--- src/lu8d_pkg.sv ---
package lu8d_pkg;

  // Lead byte classes: number of extra bytes a lead opens, or one of the
  // two codes that open nothing.
  typedef enum logic [2:0] {
    LC_ASCII   = 3'd0,
    LC_TWO     = 3'd1,
    LC_THREE   = 3'd2,
    LC_FOUR    = 3'd3,
    LC_INVALID = 3'd4
  } lead_class_t;

  localparam int unsigned CpWidth    = 21;
  localparam int unsigned QueueDepth = 4;
  localparam int unsigned QPtrWidth  = $clog2(QueueDepth);
  localparam int unsigned QCntWidth  = $clog2(QueueDepth + 1);

  localparam logic [CpWidth-1:0] Qmark = CpWidth'(63);

  typedef struct packed {
    logic [CpWidth-1:0] code_point;
    logic               run_last;
  } result_t;

  function automatic lead_class_t lead_class(input logic [7:0] b);
    lead_class_t c;
    c = LC_INVALID;
    if (b[7] == 1'b0) begin
      c = LC_ASCII;
    end else if ((b & 8'hE0) == 8'hC0) begin
      c = LC_TWO;
    end else if ((b & 8'hF0) == 8'hE0) begin
      c = LC_THREE;
    end else if ((b & 8'hF8) == 8'hF0) begin
      c = LC_FOUR;
    end
    return c;
  endfunction

  function automatic logic [CpWidth-1:0] ascii_cp(input logic [7:0] b);
    return {{(CpWidth - 8){1'b0}}, b};
  endfunction

endpackage

--- src/lenient_utf8_decoder_top.sv ---
// Lenient UTF-8 decoder. Takes one text byte per transfer on the input
// channel (data_byte, end_of_text) and gives code points on the output
// channel (code_point, run_last). ASCII passes through; leads 110xxxxx,
// 1110xxxx and 11110xxx gather 1, 2 or 3 following bytes without checking
// them, so overlong forms and surrogates come out as decoded. Any other
// byte seen as a lead gives '?' (63), and a decoded value of zero gives
// nothing. When end_of_text arrives inside an open sequence the lead is
// dropped and the bytes held after it are decoded again as fresh leads;
// after the final byte the decoder is back at its reset state. One input
// byte causes zero, one or two results; run_last marks the last of them.
// Rate: one byte is taken every cycle while in_ready is high. All
// decoding sits between the sequence state registers and a four-entry
// result queue; the output side drains one result per cycle while out_ready
// is high, and in_ready drops while the queue holds more than two results.
// Results are registered in the queue before they reach the output channel.
module lenient_utf8_decoder_top
  import lu8d_pkg::*;
(
  input  logic               clk,
  input  logic               rst,
  input  logic               in_valid,
  output logic               in_ready,
  input  logic [7:0]         data_byte,
  input  logic               end_of_text,
  output logic               out_valid,
  input  logic               out_ready,
  output logic [CpWidth-1:0] code_point,
  output logic               run_last
);

  // Sequence state
  logic [7:0] lead_byte, lead_byte_next;
  logic [7:0] held_bytes [2];
  logic [7:0] held_bytes_next [2];
  logic [1:0] held_count, held_count_next;
  logic [1:0] bytes_needed, bytes_needed_next;

  // Result queue
  result_t                queue [QueueDepth];
  logic [QPtrWidth-1:0]   wr_ptr;
  logic [QPtrWidth-1:0]   rd_ptr;
  logic [QCntWidth-1:0]   q_count;

  logic push, pop;

  // Candidates in output order: main result, then two tail results.
  logic [2:0]         cand_v;
  logic [CpWidth-1:0] cand_cp [3];

  result_t    slot0, slot1;
  logic [1:0] n_out;

  lead_class_t cls_in, cls_t0, cls_t1;
  logic        tail_on;
  logic        t1_used;

  // Next-state and result logic for the byte on the input port
  always_comb begin
    lead_byte_next     = lead_byte;
    held_bytes_next[0] = held_bytes[0];
    held_bytes_next[1] = held_bytes[1];
    held_count_next    = held_count;
    bytes_needed_next  = bytes_needed;
    cand_v             = '0;
    cand_cp[0]         = '0;
    cand_cp[1]         = '0;
    cand_cp[2]         = '0;
    cls_in             = lead_class(data_byte);

    case (bytes_needed)
      2'd0: begin
        if (cls_in == LC_ASCII) begin
          cand_v[0]  = 1'b1;
          cand_cp[0] = ascii_cp(data_byte);
        end else if (cls_in == LC_INVALID) begin
          cand_v[0]  = 1'b1;
          cand_cp[0] = Qmark;
        end else begin
          // Open a sequence
          lead_byte_next    = data_byte;
          held_count_next   = 2'd0;
          bytes_needed_next = cls_in[1:0];
        end
      end
      2'd1: begin
        // Close the sequence: lead payload on top, six bits per byte below
        cand_v[0] = 1'b1;
        case (held_count)
          2'd0:    cand_cp[0] = {10'b0, lead_byte[4:0], data_byte[5:0]};
          2'd1:    cand_cp[0] = {5'b0, lead_byte[3:0], held_bytes[0][5:0],
                                 data_byte[5:0]};
          default: cand_cp[0] = {lead_byte[2:0], held_bytes[0][5:0],
                                 held_bytes[1][5:0], data_byte[5:0]};
        endcase
        lead_byte_next     = '0;
        held_bytes_next[0] = '0;
        held_bytes_next[1] = '0;
        held_count_next    = '0;
        bytes_needed_next  = '0;
      end
      default: begin
        // Hold another byte
        held_bytes_next[held_count[0]] = data_byte;
        held_count_next                = held_count + 2'd1;
        bytes_needed_next              = bytes_needed - 2'd1;
      end
    endcase

    // End of text inside a sequence: drop the lead, decode the held bytes
    tail_on = end_of_text && (bytes_needed_next != 2'd0);
    cls_t0  = lead_class(held_bytes_next[0]);
    cls_t1  = lead_class(held_bytes_next[1]);
    t1_used = 1'b0;
    if (tail_on && held_count_next != 2'd0) begin
      if (cls_t0 == LC_ASCII) begin
        cand_v[1]  = 1'b1;
        cand_cp[1] = ascii_cp(held_bytes_next[0]);
      end else if (cls_t0 == LC_INVALID) begin
        cand_v[1]  = 1'b1;
        cand_cp[1] = Qmark;
      end else if (cls_t0 == LC_TWO && held_count_next == 2'd2) begin
        cand_v[1]  = 1'b1;
        cand_cp[1] = {10'b0, held_bytes_next[0][4:0], held_bytes_next[1][5:0]};
        t1_used    = 1'b1;
      end
    end
    if (tail_on && held_count_next == 2'd2 && !t1_used) begin
      if (cls_t1 == LC_ASCII) begin
        cand_v[2]  = 1'b1;
        cand_cp[2] = ascii_cp(held_bytes_next[1]);
      end else if (cls_t1 == LC_INVALID) begin
        cand_v[2]  = 1'b1;
        cand_cp[2] = Qmark;
      end
    end

    // Drop zero code points
    if (cand_cp[0] == '0) cand_v[0] = 1'b0;
    if (cand_cp[1] == '0) cand_v[1] = 1'b0;
    if (cand_cp[2] == '0) cand_v[2] = 1'b0;

    if (end_of_text) begin
      lead_byte_next     = '0;
      held_bytes_next[0] = '0;
      held_bytes_next[1] = '0;
      held_count_next    = '0;
      bytes_needed_next  = '0;
    end
  end

  // Pack valid candidates into at most two result slots
  always_comb begin
    slot0 = '0;
    slot1 = '0;
    n_out = 2'd0;
    if (cand_v[0]) begin
      slot0.code_point = cand_cp[0];
      n_out            = 2'd1;
    end else if (cand_v[1]) begin
      slot0.code_point = cand_cp[1];
      n_out            = 2'd1;
      if (cand_v[2]) begin
        slot1.code_point = cand_cp[2];
        n_out            = 2'd2;
      end
    end else if (cand_v[2]) begin
      slot0.code_point = cand_cp[2];
      n_out            = 2'd1;
    end
    slot0.run_last = (n_out == 2'd1);
    slot1.run_last = 1'b1;
  end

  // Accept only while the queue has room for two results
  assign in_ready   = (q_count <= QCntWidth'(QueueDepth - 2));
  assign push       = in_valid && in_ready;
  assign out_valid  = (q_count != '0);
  assign pop        = out_valid && out_ready;
  assign code_point = queue[rd_ptr].code_point;
  assign run_last   = queue[rd_ptr].run_last;

  always_ff @(posedge clk) begin
    if (rst) begin
      lead_byte     <= '0;
      held_bytes[0] <= '0;
      held_bytes[1] <= '0;
      held_count    <= '0;
      bytes_needed  <= '0;
    end else if (push) begin
      lead_byte     <= lead_byte_next;
      held_bytes[0] <= held_bytes_next[0];
      held_bytes[1] <= held_bytes_next[1];
      held_count    <= held_count_next;
      bytes_needed  <= bytes_needed_next;
    end
  end

  always_ff @(posedge clk) begin
    if (push && n_out != 2'd0) begin
      queue[wr_ptr] <= slot0;
    end
    if (push && n_out == 2'd2) begin
      queue[wr_ptr + QPtrWidth'(1)] <= slot1;
    end
  end

  always_ff @(posedge clk) begin
    if (rst) begin
      wr_ptr  <= '0;
      rd_ptr  <= '0;
      q_count <= '0;
    end else begin
      if (push) begin
        wr_ptr <= wr_ptr + QPtrWidth'(n_out);
      end
      if (pop) begin
        rd_ptr <= rd_ptr + QPtrWidth'(1);
      end
      q_count <= q_count + (push ? QCntWidth'(n_out) : '0) - QCntWidth'(pop);
    end
  end

  // Queue never overflows
  assert property (@(posedge clk) disable iff (rst)
    q_count <= QCntWidth'(QueueDepth))
    else $error("result queue overflow");

  // An open sequence always accounts for exactly the bytes its lead calls for
  assert property (@(posedge clk) disable iff (rst)
    bytes_needed != 2'd0 |->
      (3'(held_count) + 3'(bytes_needed) == 3'(lead_class(lead_byte))))
    else $error("sequence state out of step with lead byte");

  // Final byte of a text returns the decoder to its idle state
  assert property (@(posedge clk) disable iff (rst)
    push && end_of_text |=> bytes_needed == 2'd0 && held_count == 2'd0)
    else $error("state not cleared after end of text");

  // Queue occupancy moves only with transfers
  assert property (@(posedge clk) disable iff (rst)
    !push && !pop |=> $stable(q_count))
    else $error("queue count changed without a transfer");

endmodule
--- config.mk ---
export PLATFORM = sky130hd
export DESIGN_NAME = lenient_utf8_decoder_top
export DESIGN_NICKNAME = d
export VERILOG_FILES = /design/src/lu8d_pkg.sv /design/src/lenient_utf8_decoder_top.sv
export SDC_FILE = /design/constraint.sdc
export NUM_CORES = 1
export LEC_CHECK = 0
export BUFFER_PORTS_ARGS = -buffer_cell sky130_fd_sc_hd__buf_2
export CAP_MARGIN = 10
export CORE_UTILIZATION = 55
export CTS_CLUSTER_DIAMETER = 150
export DETAILED_ROUTE_END_ITERATION = 8
export PLACE_DENSITY = 0.71
export SYNTH_ARGS = -nofsm -noshare
export SYNTH_HDL_FRONTEND = slang
export SYNTH_SLANG_ARGS = --single-unit
export TNS_END_PERCENT = 50
--- constraint.sdc ---
create_clock -name clk -period 8.4 [get_ports clk]
set_input_delay 0.42 -clock clk [delete_from_list [all_inputs] [get_ports clk]]
set_output_delay 0.42 -clock clk [all_outputs]
set_load 0.02 [all_outputs]
Yosys cells after proc, flatten, opt, wreduce, memory -nomap -nowiden
Memories as Yosys holds them, arrays and structs flattened. A register that Yosys moved wholly into a read port is not among the register bits.
Index checks and enable logic that the tools add are counted.
{ "word_totals": {"memories": 2, "ramBits": 104, "ff_bits": 16, "inputBits": 13, "output_inout_bits": 24} }
{ "op_classes": {"n_reduce_logical": 25, "mux": 79, "n_addsub": 7, "n_eq_ne": 20, "n_bitwise": 3, "order_cmp": 3} }
{ "memory_table": {"columns": ["name", "words", "width", "read_ports", "rd_clocked_by_memory_dff", "wr", "line", "text"], "rows": [
  ["queue", 4, 22, 1, 1, 2, "lenient_utf8_decoder_top.sv:39", "result_t queue [QueueDepth];"],
  ["held_bytes", 2, 8, 2, 0, 2, "lenient_utf8_decoder_top.sv:33", "logic [7:0] held_bytes [2];"]
]} }
{ "ops": {"columns": ["operator", "n"], "rows": [
  ["$mux 21", 5],
  ["$pmux 21 s2", 2],
  ["$logic_not 21->1", 3],
  ["$mux 8", 6],
  ["$mux 11", 4],
  ["$mux 3", 12],
  ["$pmux 16 s2", 1],
  ["$mux 1", 25],
  ["$mux 2", 12],
  ["$eq 3x3->1 const B", 6],
  ["$bwmux 16", 1],
  ["$mux 16", 1],
  ["$eq 5x5->1 const B", 3],
  ["$mux 5", 3],
  ["$eq 4x4->1 const B", 3],
  ["$mux 6", 2],
  ["$logic_and 1x1->1", 10],
  ["$pmux 5 s2", 1],
  ["$logic_not 3->1", 3],
  ["$demux 8 s1", 1],
  ["$pmux 2 s2", 2],
  ["$add 2x1->2 const B", 3],
  ["$eq 2x1->1 const B", 3],
  ["$ne 3x3->1 const B", 2],
  ["17 further kinds", 23]
]} }

Depth between registers and ports, before layout
{ "logic_depth": {"depth_word": 30, "depth_mapped": 24, "depth_no_buf": 19} }

Worst setup path before layout
OpenSTA, ideal clock, no wires.
{ "synth_path": {"path_type": "reg-to-reg", "startpoint": "reg held_count[0]", "endpoint": "mem queue[1][1] (netlist bit) (enable)", "setup_time_ps": 329, "path_stages_with_launch": 19, "path_slack_ps": 3894, "n_path_buf": 7, "period_less_slack_ps": 4506, "required_ps": 8071, "arrival_time_ps": 4177, "path_cell_list": "dfxtp_1 -> clkbuf_1 -> buf_2 -> buf_2 -> inv_1 -> ha_1 -> inv_1 -> a21oi_1 -> a21boi_0 -> o31ai_1 -> buf_2 -> inv_1 -> ha_1 -> or3b_1 -> buf_6 -> or4_1 -> buf_2 -> buf_2 -> nand2_1"} }
{ "synth_rtl": {"columns": ["element", "line", "text"], "rows": [
  ["start, declared", "lenient_utf8_decoder_top.sv:35", "logic [1:0] held_count, held_count_next;"],
  ["start signal, assigned", "lenient_utf8_decoder_top.sv:193", "held_count <= held_count_next;"],
  ["end, declared", "lenient_utf8_decoder_top.sv:39", null]
]} }

==> impl_metrics.json <==
{
  "power_frac_comb_pct": 20.8,
  "ys_ff_latch": 122,
  "setup_viol": 0,
  "cts_buffer_depth": 2,
  "ios": 37,
  "synthCells": 649,
  "rows": 38,
  "synth.net_count": 670,
  "ys_warn_count": 0,
  "crit_family": "simple AND/OR/NAND/NOR gates",
  "port_buffers": 36,
  "path_class": "flip-flop to flip-flop",
  "r2r-end": "queue[1][2]",
  "nFillCells": 883,
  "diodes": 0,
  "grt_max_degree": 29,
  "setup_slack_ns": 2.77,
  "seq_area_frac_synth_pct": 45.8,
  "ctsHoldBuffers": 0,
  "gr-total-overflow": 0,
  "fin_nets": 684,
  "vias_per_cell": 6.55,
  "worstPathRequired_ns": 8.64,
  "top_layer": "met4",
  "drive_above_1_share_pct": 18.6,
  "async_flop_share_pct": 0,
  "wl_met3_um": 1230,
  "hp-start": "data_byte[0]",
  "pwr-share-clk_pct": 39.8,
  "finClkSkew_ns": 0.0101,
  "fmax_mhz": 178,
  "synth_edf_count": 48,
  "clock-root-buffer": "clkbuf_16",
  "crit_buf_inv": 3,
  "synth_area_um2": 6370,
  "total_power_mw": 1.82,
  "cp_slowest_cell": "dfxtp_1",
  "route.detailed.drc": 0,
  "ant_nets": 0,
  "synthDistinctLibCells": 64,
  "synth_ff_type": "dfxtp_1",
  "grt_pass1_wl_um": 26600,
  "post-cts-setup-buffer-count": 0,
  "regToRegStartpoint": "held_count[0]",
  "cts.sinks": 122,
  "relSlewSlack_pct": 24.5,
  "crit_arrival_ns": 5.87,
  "final_max_slew_viol_count": 0,
  "seqCellArea_um2": 2920,
  "tightest_slew_ns": 1.13,
  "place_area_um2": 6590,
  "slowest_delay_ns": 0.94,
  "fin_crit_sh_pct": 67.0,
  "r2r_cells": 13,
  "power-per-cell-area_nw_per_um2": 253,
  "vias": 5346,
  "power.share.switching_pct": 29.9,
  "finalNonFillerCells": 816,
  "die_w_um": 110,
  "cts_resized": 0,
  "status": "finished, final reports clean",
  "intPower_mw": 1.28,
  "post_drt_wl_per_cell_um": 20.2,
  "cts_buffers": 17,
  "hp-class": "input pin to flip-flop",
  "dp_slack_ns": 2.88,
  "dp_cells": 784,
  "initial_core_util_pct": 57.5,
  "cp-start-kind": "flip-flop",
  "holdWs_ns": 0.327,
  "multi_input_area_um2": 3170,
  "clock_latency_ns": 0.42,
  "crit_chain": "mux2_2 -> a22oi_1 -> o311ai_0 -> inv_1 -> o2111ai_1 -> o31ai_1 -> buf_4 -> inv_1 -> ha_1 -> or3b_1 -> or4_1 -> or2_4 -> o22ai_1",
  "stdcell_area_um2": 7180,
  "path_max_fanout": 25,
  "reg2reg_slack_ns": 2.77,
  "drt_iter0_drc": 435,
  "cts_max_level": 4,
  "antenna_found_initial": 0,
  "p_sw_mw": 0.544,
  "worstHoldPathCells": 3,
  "period_minus_slack_ns": 5.63,
  "syn_to_final_growth_pct": 12.7,
  "rsz0062_at_grt": "false",
  "hold_end": "lead_byte[0]",
  "final_core_util_pct": 64.8,
  "first_global_vias": 5089,
  "worstSetupEndpointType": "flip-flop",
  "routabilityCongestion": 0.976,
  "synth.avg_cell_area_um2": 9.82,
  "cts_tree": "yes",
  "dr_wl_met2_um": 7690,
  "setup_tns_ns": 0,
  "core_region_area_um2": 11100,
  "p_leak_nw": 2.55,
  "die_area_um2": 12000,
  "die_h_um": 110,
  "hold_viol_final": 0,
  "cpMostUsedCell": "inv_1",
  "clk_pin_slew_ns": 0.06,
  "drt_wl_total_um": 16500,
  "ir_worst_vdd_mv": 0.214,
  "max-cap-violations": 0,
  "dr.pass1.iters": 6,
  "drt-met1-wl_um": 7060,
  "track_usage_pct": 29.9,
  "dp_hpwl_um": 11600,
  "seqPwrFrac_pct": 39.3
}
cells in the mapped netlist, drive strengths merged (8+ instances only):
| cell | count | share of area, % |
|---|---|---|
| nand3 | 63 | 4.9 |
| edfxtp | 48 | 23 |
| a21oi | 22 | 1.7 |
| inv | 22 | 1.3 |
| nor2 | 40 | 2.4 |
| clkbuf | 30 | 1.8 |
| nand2 | 39 | 2.3 |
| nand2b | 10 | 0.98 |
| o22ai | 28 | 3.0 |
| mux2 | 20 | 3.6 |
| and2 | 8 | 0.79 |
| dfxtp | 74 | 23 |
| a22oi | 17 | 2.0 |
| mux4 | 22 | 7.8 |
| buf | 18 | 1.5 |
| o21ai | 80 | 6.3 |
flip-flops by register name, indices dropped and copies added (netlist names), named ones only:
signal	cells
rd_ptr	2
held_bytes	16
held_count	2
q_count	3
wr_ptr	2
bytes_needed	2
queue	88
lead_byte	5
power groups by stage:
| stage | Sequential, mW | Combinational [mW] | Clock [mW] |
|---|---|---|---|
| 2_1_floorplan | 0.707 | 0.291 | 0 |
| 3_3_place_gp | 0.725 | 0.367 | 0 |
| 3_5_place_dp | 0.727 | 0.377 | 0 |
| 4_1_cts | 0.715 | 0.380 | 0.733 |
| 5_1_grt | 0.722 | 0.418 | 0.758 |
| 6_report | 0.716 | 0.379 | 0.725 |
cell usage in the layout (no fill, tap or decap), drive strengths merged, types with 3 or more instances in the layout:
cell / netlist / final
a211oi: 3 / 3
a21o: 6 / 6
a21oi: 22 / 22
a22o: 7 / 7
a22oi: 17 / 17
a31oi: 3 / 3
a41oi: 4 / 4
and2: 8 / 8
buf: 18 / 43
clkbuf: 30 / 21
clkinv: 0 / 3
dfxtp: 74 / 74
edfxtp: 48 / 48
ha: 7 / 7
inv: 22 / 27
mux2: 20 / 20
mux4: 22 / 22
nand2: 39 / 39
nand2b: 10 / 10
nand3: 63 / 63
nand4: 7 / 7
nor2: 40 / 40
nor2b: 4 / 4
nor3: 7 / 7
nor3b: 4 / 4
o2111ai: 3 / 3
o21a: 5 / 5
o21ai: 80 / 80
o22ai: 28 / 28
or2: 5 / 5
or3: 5 / 5
or4: 4 / 4
cell type report:
class                   instances  share of cell area (%)
clock inverters                11                    1.43
flip-flops and latches        122                    40.7
inverters                      22                    1.15
repair buffers                 43                    3.24
well taps                     140                    2.44
clock buffers                  21                    6.86
multi-input cells             457                    44.2
cell families after synthesis:
group | count (synthesis) | synth area share, %
and+or+nand+nor | 203 | 15.8
AOI/OAI and AO/OA | 198 | 19.9
DFF | 122 | 45.8
buffers and inverters | 70 | 4.53
muxes | 44 | 11.7
adders and majority gates | 8 | 1.69
xor gates and xnor gates | 4 | 0.550
how the worst max path moves through the flow:
stage | depth (start not counted) | to | from
floorplan | 18 | queue[1][1] | held_count[0]
global placement | 12 | queue[1][2] | held_count[0]
detailed placement | 13 | queue[1][4] | held_count[0]
CTS | 13 | queue[1][4] | held_count[0]
global route | 12 | queue[1][2] | held_count[0]
finish | 13 | queue[1][2] | held_count[0]
per-layer routing:
metal | GRT usage [%] | up-vias
li1 | - | 2496
met1 | 39.4 | 2559
met2 | 46.9 | 253
met3 | 6.64 | 38
met4 | 13.7 | 0
met5 | 0 | -
worst reg2reg max path, stage by stage (launching register included):
cell       delay, ns
dfxtp_1         0.94
mux2_2          0.42
a22oi_1         0.55
o311ai_0        0.25
inv_1           0.23
o2111ai_1       0.17
o31ai_1         0.27
buf_4           0.23
inv_1           0.07
ha_1            0.28
or3b_1          0.55
or4_1           0.91
or2_4           0.40
o22ai_1         0.20
No activity file was read; power rests on OpenSTA's default activity.
